==> config.mk <==
export PLATFORM = sky130hd
export DESIGN_NAME = infix_to_postfix_converter
export DESIGN_NICKNAME = d
export VERILOG_FILES = /design/src/i2p_pkg.sv /design/src/infix_to_postfix_converter.sv /design/src/i2p_front.sv /design/src/i2p_queue.sv /design/src/i2p_back.sv
export SDC_FILE = /design/constraint.sdc
export NUM_CORES = 1
export LEC_CHECK = 0
export ABC_AREA = 1
export BUFFER_PORTS_ARGS = -buffer_cell sky130_fd_sc_hd__buf_2
export CORE_ASPECT_RATIO = 0.5
export CORE_MARGIN = 2
export CORE_UTILIZATION = 35
export CTS_CLUSTER_DIAMETER = 200
export DETAILED_ROUTE_END_ITERATION = 8
export HOLD_SLACK_MARGIN = 0.02
export PLACE_DENSITY = 0.62
export REMOVE_ABC_BUFFERS = 1
export SLEW_MARGIN = 0
export SYNTH_ARGS = -nofsm -noshare
export SYNTH_HDL_FRONTEND = slang
export SYNTH_SLANG_ARGS = --single-unit
==> constraint.sdc <==
create_clock -name clk -period 4.35 [get_ports clk]
set_input_delay 0.435 -clock clk [delete_from_list [all_inputs] [get_ports clk]]
set_output_delay 0.435 -clock clk [all_outputs]
set_load 0.05 [all_outputs]
==> src/i2p_pkg.sv <==
// Shared types, token codes and the precedence table of the infix to postfix converter.
// Used by every module of the block except i2p_queue; depends on nothing.
package i2p_pkg;

  // Widths of the stream fields
  localparam int unsigned KIND_W     = 3;
  localparam int unsigned OP_W       = 3;
  localparam int unsigned TAG_FIELD_W = 16;
  localparam int unsigned OUT_KIND_W = 2;
  localparam int unsigned ERR_W      = 2;
  localparam int unsigned DATA_W     = 24;

  // Input token kinds
  localparam logic [KIND_W-1:0] KIND_OPERAND = 3'd0;
  localparam logic [KIND_W-1:0] KIND_LPAREN  = 3'd1;
  localparam logic [KIND_W-1:0] KIND_RPAREN  = 3'd2;
  localparam logic [KIND_W-1:0] KIND_OPER    = 3'd3;
  localparam logic [KIND_W-1:0] KIND_END     = 3'd4;

  // Operator codes, plus the stack mark for a left paren
  localparam logic [OP_W-1:0] OP_PLUS   = 3'd0;
  localparam logic [OP_W-1:0] OP_MINUS  = 3'd1;
  localparam logic [OP_W-1:0] OP_TIMES  = 3'd2;
  localparam logic [OP_W-1:0] OP_DIVIDE = 3'd3;
  localparam logic [OP_W-1:0] OP_POWER  = 3'd4;
  localparam logic [OP_W-1:0] OP_FACT   = 3'd5;
  localparam logic [OP_W-1:0] PAREN_MARK = 3'd6;

  // Result kinds
  localparam logic [OUT_KIND_W-1:0] OUT_OPERAND  = 2'd0;
  localparam logic [OUT_KIND_W-1:0] OUT_OPERATOR = 2'd1;
  localparam logic [OUT_KIND_W-1:0] OUT_ERROR    = 2'd2;

  // Error codes
  localparam logic [ERR_W-1:0] ERR_NONE     = 2'd0;
  localparam logic [ERR_W-1:0] ERR_OVERFLOW = 2'd1;
  localparam logic [ERR_W-1:0] ERR_RPAREN   = 2'd2;
  localparam logic [ERR_W-1:0] ERR_LPAREN   = 2'd3;

  // Command classes passed from front to back
  typedef enum logic [2:0] {
    CMD_OPERAND,
    CMD_LPAREN,
    CMD_RPAREN,
    CMD_OPERATOR,
    CMD_END
  } cmd_kind_t;

  typedef struct packed {
    cmd_kind_t       kind;
    logic [OP_W-1:0] op;
    logic [1:0]      prec;
    logic            right_assoc;
  } cmd_t;

  typedef struct packed {
    logic [OUT_KIND_W-1:0] kind;
    logic [OP_W-1:0]       op;
    logic                  negated;
    logic [ERR_W-1:0]      err;
  } res_t;

  // + - lowest, then * /, then ^, then !
  function automatic logic [1:0] prec_of(input logic [OP_W-1:0] op);
    logic [1:0] p;
    if (op <= OP_MINUS) begin
      p = 2'd0;
    end else if (op <= OP_DIVIDE) begin
      p = 2'd1;
    end else if (op == OP_POWER) begin
      p = 2'd2;
    end else begin
      p = 2'd3;
    end
    return p;
  endfunction

endpackage

==> src/infix_to_postfix_converter.sv <==
// Infix to postfix converter (shunting yard): front classifier, command queue, stack back end.
// With the back end idle, an operand beat passes the command queue, the command register and
// the output register before m_axis_tvalid rises. The back end takes one command at a time and
// finishes its popped operators, discarded left parens and error beat first; output stalls hold it.
// Reset: rst (synchronous) clears the queue, sequencer, stack pointer and unary state;
// stack contents are left as they are and never read before they are written.
module infix_to_postfix_converter #(
  parameter int unsigned STACK_DEPTH = 16,
  parameter int unsigned TAG_WIDTH   = 16
) (
  input  logic        clk,
  input  logic        rst,
  input  logic        s_axis_tvalid,
  output logic        s_axis_tready,
  input  logic [23:0] s_axis_tdata,  // [2:0] op_code, [18:3] operand_tag, [23:19] zero
  input  logic [2:0]  s_axis_tuser,  // [2:0] kind
  output logic        m_axis_tvalid,
  input  logic        m_axis_tready,
  output logic [23:0] m_axis_tdata,  // [2:0] out_op, [18:3] out_tag, [19] negated,
                                     // [21:20] error_code, [23:22] zero
  output logic [1:0]  m_axis_tuser,  // [1:0] out_kind
  output logic        m_axis_tlast   // last
);

  localparam int unsigned TW    = (TAG_WIDTH < i2p_pkg::TAG_FIELD_W) ? TAG_WIDTH
                                                                     : i2p_pkg::TAG_FIELD_W;
  localparam int unsigned CMD_W = $bits(i2p_pkg::cmd_t);
  localparam int unsigned Q_W   = CMD_W + TW;

  logic          q_full, q_push, q_valid, q_pop;
  i2p_pkg::cmd_t f_cmd;
  logic [TW-1:0] f_tag;
  logic [Q_W-1:0] q_rdata;
  i2p_pkg::res_t m_res;
  logic [TW-1:0] m_tag;

  // Classify incoming beats
  i2p_front #(.TW(TW)) u_front (
    .in_valid (s_axis_tvalid),
    .in_ready (s_axis_tready),
    .in_kind  (s_axis_tuser),
    .in_op    (s_axis_tdata[2:0]),
    .in_tag   (s_axis_tdata[18:3]),
    .q_full   (q_full),
    .q_push   (q_push),
    .q_cmd    (f_cmd),
    .q_tag    (f_tag)
  );

  // Decouple front and back
  i2p_queue #(.WIDTH(Q_W)) u_queue (
    .clk   (clk),
    .rst   (rst),
    .push  (q_push),
    .wdata ({f_cmd, f_tag}),
    .full  (q_full),
    .pop   (q_pop),
    .valid (q_valid),
    .rdata (q_rdata)
  );

  // Stack machine and output register
  i2p_back #(.STACK_DEPTH(STACK_DEPTH), .TW(TW)) u_back (
    .clk     (clk),
    .rst     (rst),
    .q_valid (q_valid),
    .q_cmd   (i2p_pkg::cmd_t'(q_rdata[Q_W-1 -: CMD_W])),
    .q_tag   (q_rdata[TW-1:0]),
    .q_pop   (q_pop),
    .m_valid (m_axis_tvalid),
    .m_ready (m_axis_tready),
    .m_res   (m_res),
    .m_tag   (m_tag),
    .m_last  (m_axis_tlast)
  );

  // Pack the result beat
  assign m_axis_tuser = m_res.kind;
  assign m_axis_tdata = {2'b00, m_res.err, m_res.negated,
                         i2p_pkg::TAG_FIELD_W'(m_tag), m_res.op};

endmodule

==> src/i2p_front.sv <==
// Front end: takes input beats, drops unknown tokens and classifies the rest into commands.
// Depends on i2p_pkg; feeds i2p_queue.
module i2p_front #(
  parameter int unsigned TW = 16
) (
  input  logic                          in_valid,
  output logic                          in_ready,
  input  logic [i2p_pkg::KIND_W-1:0]    in_kind,
  input  logic [i2p_pkg::OP_W-1:0]      in_op,
  input  logic [i2p_pkg::TAG_FIELD_W-1:0] in_tag,
  input  logic                          q_full,
  output logic                          q_push,
  output i2p_pkg::cmd_t                 q_cmd,
  output logic [TW-1:0]                 q_tag
);

  logic known;

  // Accept whenever the queue has room; unknown tokens are swallowed
  assign in_ready = !q_full;

  always_comb begin
    known = 1'b1;
    q_cmd = '0;
    q_cmd.op          = in_op;
    q_cmd.prec        = i2p_pkg::prec_of(in_op);
    q_cmd.right_assoc = (in_op == i2p_pkg::OP_POWER);
    unique case (in_kind)
      i2p_pkg::KIND_OPERAND: q_cmd.kind = i2p_pkg::CMD_OPERAND;
      i2p_pkg::KIND_LPAREN:  q_cmd.kind = i2p_pkg::CMD_LPAREN;
      i2p_pkg::KIND_RPAREN:  q_cmd.kind = i2p_pkg::CMD_RPAREN;
      i2p_pkg::KIND_OPER: begin
        q_cmd.kind = i2p_pkg::CMD_OPERATOR;
        known      = (in_op <= i2p_pkg::OP_FACT);
      end
      i2p_pkg::KIND_END:     q_cmd.kind = i2p_pkg::CMD_END;
      default:               known = 1'b0;
    endcase
  end

  assign q_tag  = TW'(in_tag);
  assign q_push = in_valid && !q_full && known;

endmodule

==> src/i2p_queue.sv <==
// Two-entry command queue between the front and back ends.
// Generic width; no package dependency.
module i2p_queue #(
  parameter int unsigned WIDTH = 8
) (
  input  logic             clk,
  input  logic             rst,
  input  logic             push,
  input  logic [WIDTH-1:0] wdata,
  output logic             full,
  input  logic             pop,
  output logic             valid,
  output logic [WIDTH-1:0] rdata
);

  logic [WIDTH-1:0] slot [2];
  logic             wr_ptr;
  logic             rd_ptr;
  logic [1:0]       fill;

  assign full  = (fill == 2'd2);
  assign valid = (fill != 2'd0);
  assign rdata = slot[rd_ptr];

  // Payload slots
  always_ff @(posedge clk) begin
    if (push && !full) begin
      slot[wr_ptr] <= wdata;
    end
  end

  // Pointers and fill level
  always_ff @(posedge clk) begin
    if (rst) begin
      wr_ptr <= 1'b0;
      rd_ptr <= 1'b0;
      fill   <= 2'd0;
    end else begin
      if (push && !full) begin
        wr_ptr <= !wr_ptr;
      end
      if (pop && valid) begin
        rd_ptr <= !rd_ptr;
      end
      fill <= fill + 2'(push && !full) - 2'(pop && valid);
    end
  end

endmodule

==> src/i2p_back.sv <==
// Back end: operator stack, unary-minus state and result sequencing with an output register.
// Depends on i2p_pkg; takes commands from i2p_queue.
module i2p_back #(
  parameter int unsigned STACK_DEPTH = 16,
  parameter int unsigned TW          = 16
) (
  input  logic          clk,
  input  logic          rst,
  input  logic          q_valid,
  input  i2p_pkg::cmd_t q_cmd,
  input  logic [TW-1:0] q_tag,
  output logic          q_pop,
  output logic          m_valid,
  input  logic          m_ready,
  output i2p_pkg::res_t m_res,
  output logic [TW-1:0] m_tag,
  output logic          m_last
);

  localparam int unsigned CW = $clog2(STACK_DEPTH + 1);
  localparam int unsigned AW = (STACK_DEPTH > 1) ? $clog2(STACK_DEPTH) : 1;

  typedef enum logic [1:0] {S_IDLE, S_WORK, S_FLUSH} state_t;

  state_t                   state;
  i2p_pkg::cmd_t            cur;
  logic [TW-1:0]            cur_tag;
  logic [CW-1:0]            count;
  logic [CW-1:0]            count_next;
  logic [CW-1:0]            cnt_m1;
  logic                     unary;
  logic                     pending;
  logic                     open_paren;
  logic                     hold_valid;
  i2p_pkg::res_t            hold_res;
  logic [TW-1:0]            hold_tag;
  logic [i2p_pkg::OP_W-1:0] stack_mem [STACK_DEPTH];
  logic [i2p_pkg::OP_W-1:0] top_q;
  logic [AW-1:0]            rd_addr;

  logic                     out_free, has, top_paren, full, higher;
  logic [1:0]               top_prec;
  logic                     produce, done, push, pop, needs_out, stall, step, emit;
  logic [i2p_pkg::OP_W-1:0] push_val;
  i2p_pkg::res_t            new_res;
  logic [TW-1:0]            new_tag;
  logic                     unary_next, pending_next, open_next;

  assign out_free  = !m_valid || m_ready;
  assign has       = (count != '0);
  assign full      = (count == CW'(STACK_DEPTH));
  assign top_paren = (top_q == i2p_pkg::PAREN_MARK);
  assign top_prec  = i2p_pkg::prec_of(top_q);
  assign higher    = (top_prec > cur.prec) || ((top_prec == cur.prec) && !cur.right_assoc);
  assign q_pop     = (state == S_IDLE) && q_valid;

  // One step of the current command
  always_comb begin
    produce      = 1'b0;
    done         = 1'b0;
    push         = 1'b0;
    pop          = 1'b0;
    push_val     = cur.op;
    new_res      = '0;
    new_tag      = '0;
    unary_next   = unary;
    pending_next = pending;
    open_next    = open_paren;
    unique case (cur.kind)
      i2p_pkg::CMD_OPERAND: begin
        produce         = 1'b1;
        done            = 1'b1;
        new_res.kind    = i2p_pkg::OUT_OPERAND;
        new_res.negated = pending;
        new_tag         = cur_tag;
        pending_next    = 1'b0;
        unary_next      = 1'b0;
      end
      i2p_pkg::CMD_LPAREN: begin
        done = 1'b1;
        if (full) begin
          produce      = 1'b1;
          new_res.kind = i2p_pkg::OUT_ERROR;
          new_res.err  = i2p_pkg::ERR_OVERFLOW;
        end else begin
          push       = 1'b1;
          push_val   = i2p_pkg::PAREN_MARK;
          unary_next = 1'b1;
        end
      end
      i2p_pkg::CMD_RPAREN: begin
        unary_next = 1'b0;
        if (!has) begin
          produce      = 1'b1;
          done         = 1'b1;
          new_res.kind = i2p_pkg::OUT_ERROR;
          new_res.err  = i2p_pkg::ERR_RPAREN;
        end else if (top_paren) begin
          pop  = 1'b1;
          done = 1'b1;
        end else begin
          pop          = 1'b1;
          produce      = 1'b1;
          new_res.kind = i2p_pkg::OUT_OPERATOR;
          new_res.op   = top_q;
        end
      end
      i2p_pkg::CMD_OPERATOR: begin
        if (cur.op == i2p_pkg::OP_MINUS && unary) begin
          pending_next = !pending;
          done         = 1'b1;
        end else if (has && !top_paren && higher) begin
          pop          = 1'b1;
          produce      = 1'b1;
          new_res.kind = i2p_pkg::OUT_OPERATOR;
          new_res.op   = top_q;
        end else if (full) begin
          produce      = 1'b1;
          done         = 1'b1;
          new_res.kind = i2p_pkg::OUT_ERROR;
          new_res.err  = i2p_pkg::ERR_OVERFLOW;
        end else begin
          push       = 1'b1;
          unary_next = 1'b1;
          done       = 1'b1;
        end
      end
      i2p_pkg::CMD_END: begin
        if (has) begin
          pop = 1'b1;
          if (top_paren) begin
            open_next = 1'b1;
          end else begin
            produce      = 1'b1;
            new_res.kind = i2p_pkg::OUT_OPERATOR;
            new_res.op   = top_q;
          end
        end else begin
          done         = 1'b1;
          pending_next = 1'b0;
          unary_next   = 1'b1;
          open_next    = 1'b0;
          if (open_paren) begin
            produce      = 1'b1;
            new_res.kind = i2p_pkg::OUT_ERROR;
            new_res.err  = i2p_pkg::ERR_LPAREN;
          end
        end
      end
      default: done = 1'b1;
    endcase
  end

  // A result waits in the hold slot until we know whether it is the last one
  always_comb begin
    priority case (state)
      S_WORK:  needs_out = hold_valid ? (produce || done) : (produce && done);
      S_FLUSH: needs_out = 1'b1;
      default: needs_out = 1'b0;
    endcase
    stall      = needs_out && !out_free;
    emit       = needs_out && !stall;
    step       = (state == S_WORK) && !stall;
    count_next = count + CW'(step && push) - CW'(step && pop);
    cnt_m1     = count_next - CW'(1);
    rd_addr    = cnt_m1[AW-1:0];
  end

  // Stack memory; the top entry is kept in a read register with write-through on push
  always_ff @(posedge clk) begin
    if (step && push) begin
      stack_mem[count[AW-1:0]] <= push_val;
      top_q                    <= push_val;
    end else begin
      top_q <= stack_mem[rd_addr];
    end
  end

  // Sequencer, stack pointer and output register
  always_ff @(posedge clk) begin
    if (rst) begin
      state      <= S_IDLE;
      count      <= '0;
      unary      <= 1'b1;
      pending    <= 1'b0;
      open_paren <= 1'b0;
      hold_valid <= 1'b0;
      m_valid    <= 1'b0;
    end else begin
      // Output beat: load on emit, clear once taken
      if (emit) begin
        m_valid <= 1'b1;
      end else if (m_ready) begin
        m_valid <= 1'b0;
      end
      count <= count_next;
      unique case (state)
        S_IDLE: begin
          if (q_valid) begin
            cur     <= q_cmd;
            cur_tag <= q_tag;
            state   <= S_WORK;
          end
        end
        S_WORK: begin
          if (!stall) begin
            unary      <= unary_next;
            pending    <= pending_next;
            open_paren <= open_next;
            if (hold_valid) begin
              if (produce || done) begin
                m_res  <= hold_res;
                m_tag  <= hold_tag;
                m_last <= done && !produce;
              end
              if (produce) begin
                hold_res <= new_res;
                hold_tag <= new_tag;
              end else if (done) begin
                hold_valid <= 1'b0;
              end
            end else if (produce && done) begin
              m_res  <= new_res;
              m_tag  <= new_tag;
              m_last <= 1'b1;
            end else if (produce) begin
              hold_valid <= 1'b1;
              hold_res   <= new_res;
              hold_tag   <= new_tag;
            end
            if (done) begin
              state <= (produce && hold_valid) ? S_FLUSH : S_IDLE;
            end
          end
        end
        S_FLUSH: begin
          if (out_free) begin
            m_res      <= hold_res;
            m_tag      <= hold_tag;
            m_last     <= 1'b1;
            hold_valid <= 1'b0;
            state      <= S_IDLE;
          end
        end
        default: state <= S_IDLE;
      endcase
    end
  end

  // Stack pointer stays within the stack
  a_count_range: assert property (@(posedge clk) disable iff (rst)
    count <= CW'(STACK_DEPTH))
    else $error("stack count beyond depth");

  // No result is left held once a command has finished
  a_idle_hold_empty: assert property (@(posedge clk) disable iff (rst)
    state == S_IDLE |-> !hold_valid)
    else $error("held result left behind");

  // The flush state always has a result to send
  a_flush_has_hold: assert property (@(posedge clk) disable iff (rst)
    state == S_FLUSH |-> hold_valid)
    else $error("flush without held result");

  // An end command leaves the stack empty and the unary, negation and open-paren state as after reset
  a_end_resets: assert property (@(posedge clk) disable iff (rst)
    (state == S_WORK && cur.kind == i2p_pkg::CMD_END && done && !stall)
      |=> (count == '0 && unary && !pending && !open_paren))
    else $error("end did not reset state");

endmodule

# Word level (Yosys, flattened, before mapping)

Memory sizes are Yosys's and may differ from the RTL's. A register that Yosys moved wholly into a read port is not among the register bits.
Cells that the tools add are included.

Register bits after elaboration: 65
Latch bits: 0
Bits in writable memories: 98
ROM bits: 0
Input bits: 31
Logic and storage cells: 223
Memories: 2

Memories:

| memory           | words | width | read ports | clocked after Yosys merged registers in | write ports | line            | RTL |
|---|---|---|---|---|---|---|---|
| u_queue.slot     | 2     | 25    | 1          | 1                                       | 1           | i2p_queue.sv:16 | `logic [WIDTH-1:0] slot [2];` |
| u_back.stack_mem | 16    | 3     | 1          | 1                                       | 1           | i2p_back.sv:37  | `logic [i2p_pkg::OP_W-1:0] stack_mem [STACK_DEPTH];` |

Add/subtract/negate cells: 5
Multipliers: 0
Div/mod/pow operators: 0
Magnitude comparators: 6
Eq/ne operators: 29
Shift operators: 0
Mux-type cells: 108
Bitwise gates (word level): 2
Reduce and logical (&&, ||, !) cells: 50

Operators with widths:

| cell               | number |
|---|---|
| $mux 16            | 9 |
| $mux 8             | 8 |
| $mux 1             | 49 |
| $mux 2             | 19 |
| $pmux 16 s2        | 1 |
| $logic_and 1x1->1  | 17 |
| $pmux 2 s4         | 2 |
| $pmux 8 s2         | 1 |
| $eq 3x3->1 const B | 5 |
| $eq 3x2->1 const B | 4 |
| $mux 3             | 4 |
| $pmux 1 s2         | 6 |
| $pmux 3 s4         | 1 |
| $reduce_and 4->1   | 3 |
| $reduce_and 6->1   | 2 |
| $logic_not 1->1    | 10 |
| $ne 2x1->1 const B | 5 |
| $ne 2x2->1 const B | 5 |
| $eq 3x1->1 const B | 3 |
| $le 3x1->1 const B | 2 |
| $le 3x2->1 const B | 2 |
| $logic_not 3->1    | 2 |
| $pmux 1 s3         | 2 |
| $pmux 2 s3         | 1 |
| 29 further kinds   | 37 |

# Depth between registers and ports, before layout

Depth in word-level cells: 21
Mapped depth: 32

# Cells and area by module

Synthesis repeated with hierarchy kept, for this count alone.

Cell total of the unflattened synthesis: 716
Area total of the unflattened synthesis: 8,496.9 um^2

By module, submodules not included:

| module                     | instances | cells each | area each (um^2) | sequential area each (um^2) |
|---|---|---|---|---|
| i2p_back                   | 1         | 559        | 6,083.3          | 3,963.8 |
| i2p_queue                  | 1         | 118        | 2,164.6          | 1,601.5 |
| i2p_front                  | 1         | 36         | 230.2            | 0.0 |
| infix_to_postfix_converter | 1         | 3          | 18.8             | 0.0 |

# Worst setup path before layout

OpenSTA, ideal clock, no wires.

Kind: flip-flop to flip-flop
Start: register u_back.count[3]
End: register u_back.top_q[0] (netlist name) (read register of u_back.stack_mem)
Setup time: 0.116 ns
Data arrival time: 4.246 ns
Path slack: -0.012 ns
Cell stages (with the launch flop): 30
Path buffers: 3
Clock period less this slack: 4.362 ns
Cell sequence: dfxtp_1 inv_1 ha_1 nand3_4 nand2_4 nor2_4 inv_2 nand2_1 nand2_1 nand2_2 nand2_2 nand2_2 nand3_1 nand2_2 nand3_4 nand2_1 nor2_1 ha_1 inv_1 ha_1 buf_2 clkinv_1 buf_1 ha_1 clkbuf_1 o32ai_1 mux2_2 mux2_2 nand2_1 nand2_1

Longest elaborated chain between the ends: 16

RTL lines:

| element                                               | line            | RTL |
|---|---|---|
| start, declared                                       | i2p_back.sv:28  | `logic [CW-1:0] count;` |
| start signal, assigned                                | i2p_back.sv:196 | `count <= count_next;` |
| $reduce_bool 5->1                                     | i2p_back.sv:50  | `assign has = (count != '0);` |
| $logic_and 1x1->1 (2 in series)                       | i2p_back.sv:112 | `end else if (has && !top_paren && higher) begin` |
| $mux 1                                                | i2p_back.sv:112 |  |
| $mux 1                                                | i2p_back.sv:109 | `if (cur.op == i2p_pkg::OP_MINUS && unary) begin` |
| $pmux 1 s5 or $pmux 1 s3 (tied branches)              | i2p_back.sv:69  | `unique case (cur.kind)` |
| $logic_and 1x1->1 or $logic_or 1x1->1 (tied branches) | i2p_back.sv:157 | `S_WORK: needs_out = hold_valid ? (produce \|\| done) : (produce && done);` |
| $mux 1                                                | i2p_back.sv:157 |  |
| $pmux 1 s2                                            | i2p_back.sv:156 | `priority case (state)` |
| $logic_and 1x1->1                                     | i2p_back.sv:161 | `stall = needs_out && !out_free;` |
| $logic_not 1->1                                       | i2p_back.sv:163 | `step = (state == S_WORK) && !stall;` |
| $logic_and 1x1->1                                     | i2p_back.sv:163 |  |
| $logic_and 1x1->1                                     | i2p_back.sv:164 | `count_next = count + CW'(step && push) - CW'(step && pop);` |
| $add 5x1->5                                           | i2p_back.sv:164 |  |
| $sub 5x1->5 (*)                                       | i2p_back.sv:164 |  |
| named net u_back.count_next[0]                        | i2p_back.sv:29  | `logic [CW-1:0] count_next;` |
| $sub 4x1->4 (*)                                       | i2p_back.sv:165 | `cnt_m1 = count_next - CW'(1);` |
| end, declared                                         | i2p_back.sv:38  | `logic [i2p_pkg::OP_W-1:0] top_q;` |

Mark *: on every way through the listed nets, which the timed path passes. The rest lies on a longest branch.
A chain may end at the register's enable or synchronous reset.

# Worst setup path after layout

Start: register u_back.top_q[1] (netlist name) (read register of u_back.stack_mem)
End: register u_back.top_q[2] (netlist name) (read register of u_back.stack_mem)

Longest elaborated chain between the ends: 21

RTL lines:

| element                                             | line |
|---|---|
| branches (longest 19 deep; another with $le 3x2->1) | - |
| $sub 5x1->5 (*)                                     | i2p_back.sv:164 |
| named net u_back.count_next[1]                      | i2p_back.sv:29 |
| $sub 4x1->4 (*)                                     | i2p_back.sv:165 |

Mark *: on every way through the listed nets, which the timed path passes.

==> reports/summary.log <==
[status] outcome complete, no violations
[global_routing] first-pass GRT wire length 26.7 mm
[critical_path] arrival time of data at the critical path endpoint 4.57 ns
[detailed_routing] vias per cell 4.60
[timing] post-route worst setup slack 0.104 ns
[critical_path] Req. time, crit path 4.67 ns
[timing] setup_tns 0 ns
[logic_synthesis] EDFF count, synth 172
[logic_synthesis] count of distinct cell types in the synthesized netlist 39
[logic_synthesis] mean post-synth cell area 11.2 um^2
[timing] setup skew after layout 0.0151 ns
[timing] final hold violation count 0
[global_routing] vias in the first global route 5363
[global_routing] Congestion Overflow GR 0
[power_and_ir_drop] Cell Pwr Density 746 mW/mm^2
[logic_synthesis] Seq/Total Area, Yosys 0.679
[clock_tree] number of buffers added by the clock tree synthesis step 17
[detailed_routing] Residual DRC 0
[clock_tree] clk root buf sky130_fd_sc_hd__clkbuf_16
[logic_synthesis] share of synthesized registers carrying an async set or reset 0
[critical_path] cell mode on critical path sky130_fd_sc_hd__nand2_2
[logic_synthesis] biggest area contributors in the synthesized netlist sky130_fd_sc_hd__edfxtp_1 (63%), sky130_fd_sc_hd__nand2_1 (8.4%), sky130_fd_sc_hd__nor2_1 (5.3%), sky130_fd_sc_hd__dfxtp_1 (4.7%), sky130_fd_sc_hd__inv_1 (3.2%)
[die] Std-Cell Rows 39
[logic_synthesis] most instantiated library cell after synthesis sky130_fd_sc_hd__nand2_1
[critical_path] crit path launch type flip-flop
[critical_path] Slowest cell on crit path sky130_fd_sc_hd__fa_1
[global_routing] pin count of the biggest net entering global routing 29
[placed_design] GP Congestion 0.875
[detailed_routing] topmost layer with routed signal wires met4
[global_routing] initial antenna violation count 0
[detailed_routing] remaining antenna violation count after routing 0
[detailed_routing] detailed router's first-iteration violation count 407
[clock_tree] TritonCTS clock tree yes
[critical_path] worst setup path category flip-flop to flip-flop
[clock_tree] number of sinks handled by clock tree synthesis 191
[timing] final worst path period share 0.976
[placed_design] quantity of I/O buffers inserted on ports 52
[timing] final setup violation count 0
[detailed_routing] met3 WL post-DR 523 um
[final_layout] fraction of final layout cells with drive strength greater than 1 0.251
[die] I/O Pins 60
[logic_synthesis] Post-synth top cells sky130_fd_sc_hd__nand2_1 (182), sky130_fd_sc_hd__edfxtp_1 (172), sky130_fd_sc_hd__nor2_1 (115)
[die] Die W 220 um
[detailed_routing] number of detailed-route iterations in the first pass 4
[final_layout] number of nets in the finished design 867
[die] initial cell density of the core 0.357
[clock_tree] htree depth 4
[timing] Peak Freq 236 MHz
[flow_run] Max Cap Violations 0
[power_and_ir_drop] total power after layout 7.44 mW
[clock_tree] clock transition at the register clock pins on the worst setup and hold paths after CTS 0.08 ns
[logic_synthesis] area share of the largest cell type after synthesis 0.632
[critical_path] crit-path max cell delay 0.53 ns
[clock_tree] Hold-fix buffers, CTS 0
[die] placeable core area 0.0229 mm^2
[final_layout] fill cell total of the finished layout 2069
[final_layout] relative area change from synthesis to final layout 22.2%
[logic_synthesis] most instantiated flip-flop cell in the synthesis netlist sky130_fd_sc_hd__edfxtp_1
[logic_synthesis] FF+latch count, synth 191
[clock_tree] number of buffers on the longest clock path 2
[die] die area 0.0246 mm^2
[detailed_routing] DR WL/cell 14.7 um
[timing] final worst path period need 4.25 ns
[timing] worst hold slack after final layout 0.178 ns
[logic_synthesis] Cells after Synth 731
[power_and_ir_drop] Max rail drop VDD 0.000362 V
[detailed_routing] post-route met1 wirelength 7.73 mm
[die] floorplan die height 112 um
[logic_synthesis] number of synthesis warnings 0
[critical_path] category of the worst setup path capture point flip-flop
[timing] Relative slew margins 0.494
[timing] transition at the pin with the smallest max-transition slack 0.758 ns
[placed_design] HPWL reported at the end of detailed placement 10.9 mm
[detailed_routing] wirelength, routed 16.7 mm
[hold_path] hold crit path type input port to flip-flop
[clock_tree] source-to-sink clock delay at the later pin of the worst-skew pair 0.44 ns
[final_layout] total area of sequential cells 0.00555 mm^2
[power_and_ir_drop] leak pwr 4.06 nW
[timing] number of pins with negative max-slew slack in the final report 0
[final_layout] multi-input logic area 0.00249 mm^2
[final_layout] Ant. Diodes 0
[logic_synthesis] library cell with the largest summed area after synthesis sky130_fd_sc_hd__edfxtp_1
[timing] RSZ-0062 raised after global routing yes
[logic_synthesis] post-synthesis instance area 0.00817 mm^2
[placed_design] setup slack at placement -0.00445 ns
[detailed_routing] routed wire length on met2 8.25 mm
[detailed_routing] via count 5234
[critical_path] maximum net fanout on the critical path 12
[global_routing] global routing usage summed across all routing layers 0.139
[final_layout] Util after Layout 0.436
-- registers in the layout, indices dropped and copies added (netlist names), 8 cells and up --
signal            flops
u_back.cur_tag       16
u_back.hold_tag      16
u_queue.slot         50
u_back.cur            9
u_back.stack_mem     48
u_back.m_res          8
u_back.m_tag         16
u_back.hold_res       8
-- kinds of logic (layout without fill, tap and decap cells) --
logic type | count (synthesis) | in the layout | synth area share
and+or+nand+nor | 348 | 348 | 0.182
DFF | 191 | 191 | 0.679
buffers and inverters | 101 | 201 | 0.0484
AOI/OAI and AO/OA | 57 | 57 | 0.0432
adders and majority gates | 17 | 17 | 0.0270
muxes | 10 | 10 | 0.0136
xor gates and xnor gates | 6 | 6 | 0.00643
other | 1 | 2 | 0.000459
-- stage by stage --
step	std cells	cell area (um^2)
global placement	1104	9010
global route	1139	9980
detailed placement	1104	9010
CTS	1136	9680
floorplan	710	8080
finish	1139	9980
-- worst max-delay path, delay by kind of cell, from the launching register on --
kind | cells | cell delay [ns]
buf+inv | 4 | 0.33
mux | 2 | 0.56
flops | 1 | 0.41
simple gates | 16 | 1.11
compound gates | 2 | 0.16
fa+ha+maj | 5 | 1.56
-- area by class of cell --
class / count / share of cell area
inverter: 79 / 0.0305
timing repair buffer: 90 / 0.0589
multi-input combinational: 440 / 0.250
tap: 307 / 0.0385
clock inverter: 15 / 0.0236
clock buffer: 17 / 0.0426
sequential: 191 / 0.556
-- where the power goes --
part           internal, mW  leakage (nW)  switching [mW]  total (mW)
clock network         0.903         0.316           0.783        1.69
registers              2.36          1.73           0.104        2.47
logic                  1.36          2.01            1.93        3.29
-- worst paths after layout --
| kind | endpoint | slack [ns] | cells after the start | from |
|---|---|---|---|---|
| min | u_queue.slot[1][3] | 0.18 | 1 | s_axis_tdata[6] |
| max reg2reg | u_back.top_q[2] | 0.10 | 29 | u_back.top_q[1] |
| min reg2reg | u_back.open_paren | 0.47 | 2 | u_back.open_paren |
| max | u_back.top_q[2] | 0.10 | 29 | u_back.top_q[1] |
-- per-layer routing --
metal,vias up,track usage
li1,2629,-
met1,2503,0.174
met2,79,0.236
met3,23,0.0320
met4,0,0.0510
met5,-,0
-- cell usage in the layout, fill, tap and decap left out, drive strengths merged --
cell type and instances:
nor2 120, o31ai 1, o22ai 1, mux2 9, a21boi 1, bufinv 2
edfxtp 172, xnor2 3, xor2 3, a221oi 2, nand2 197, conb 2
fa 1, inv 84, nand4 5, nand3 20, clkbuf 18, ha 16
buf 89, clkinv 7, a21oi 14, mux2i 1, nor3 5, o211ai 1
nor3b 1, clkinvlp 1, dfxtp 19, a211oi 1, o21ai 24, o32ai 12
-- what timing repair did --
item,CTS,global route
pin swaps,0,29
gates resized for setup,2,63
gates cloned,0,1
setup endpoints to repair,3,3
setup buffers,0,3
No activity file was read; power rests on OpenSTA's default activity.
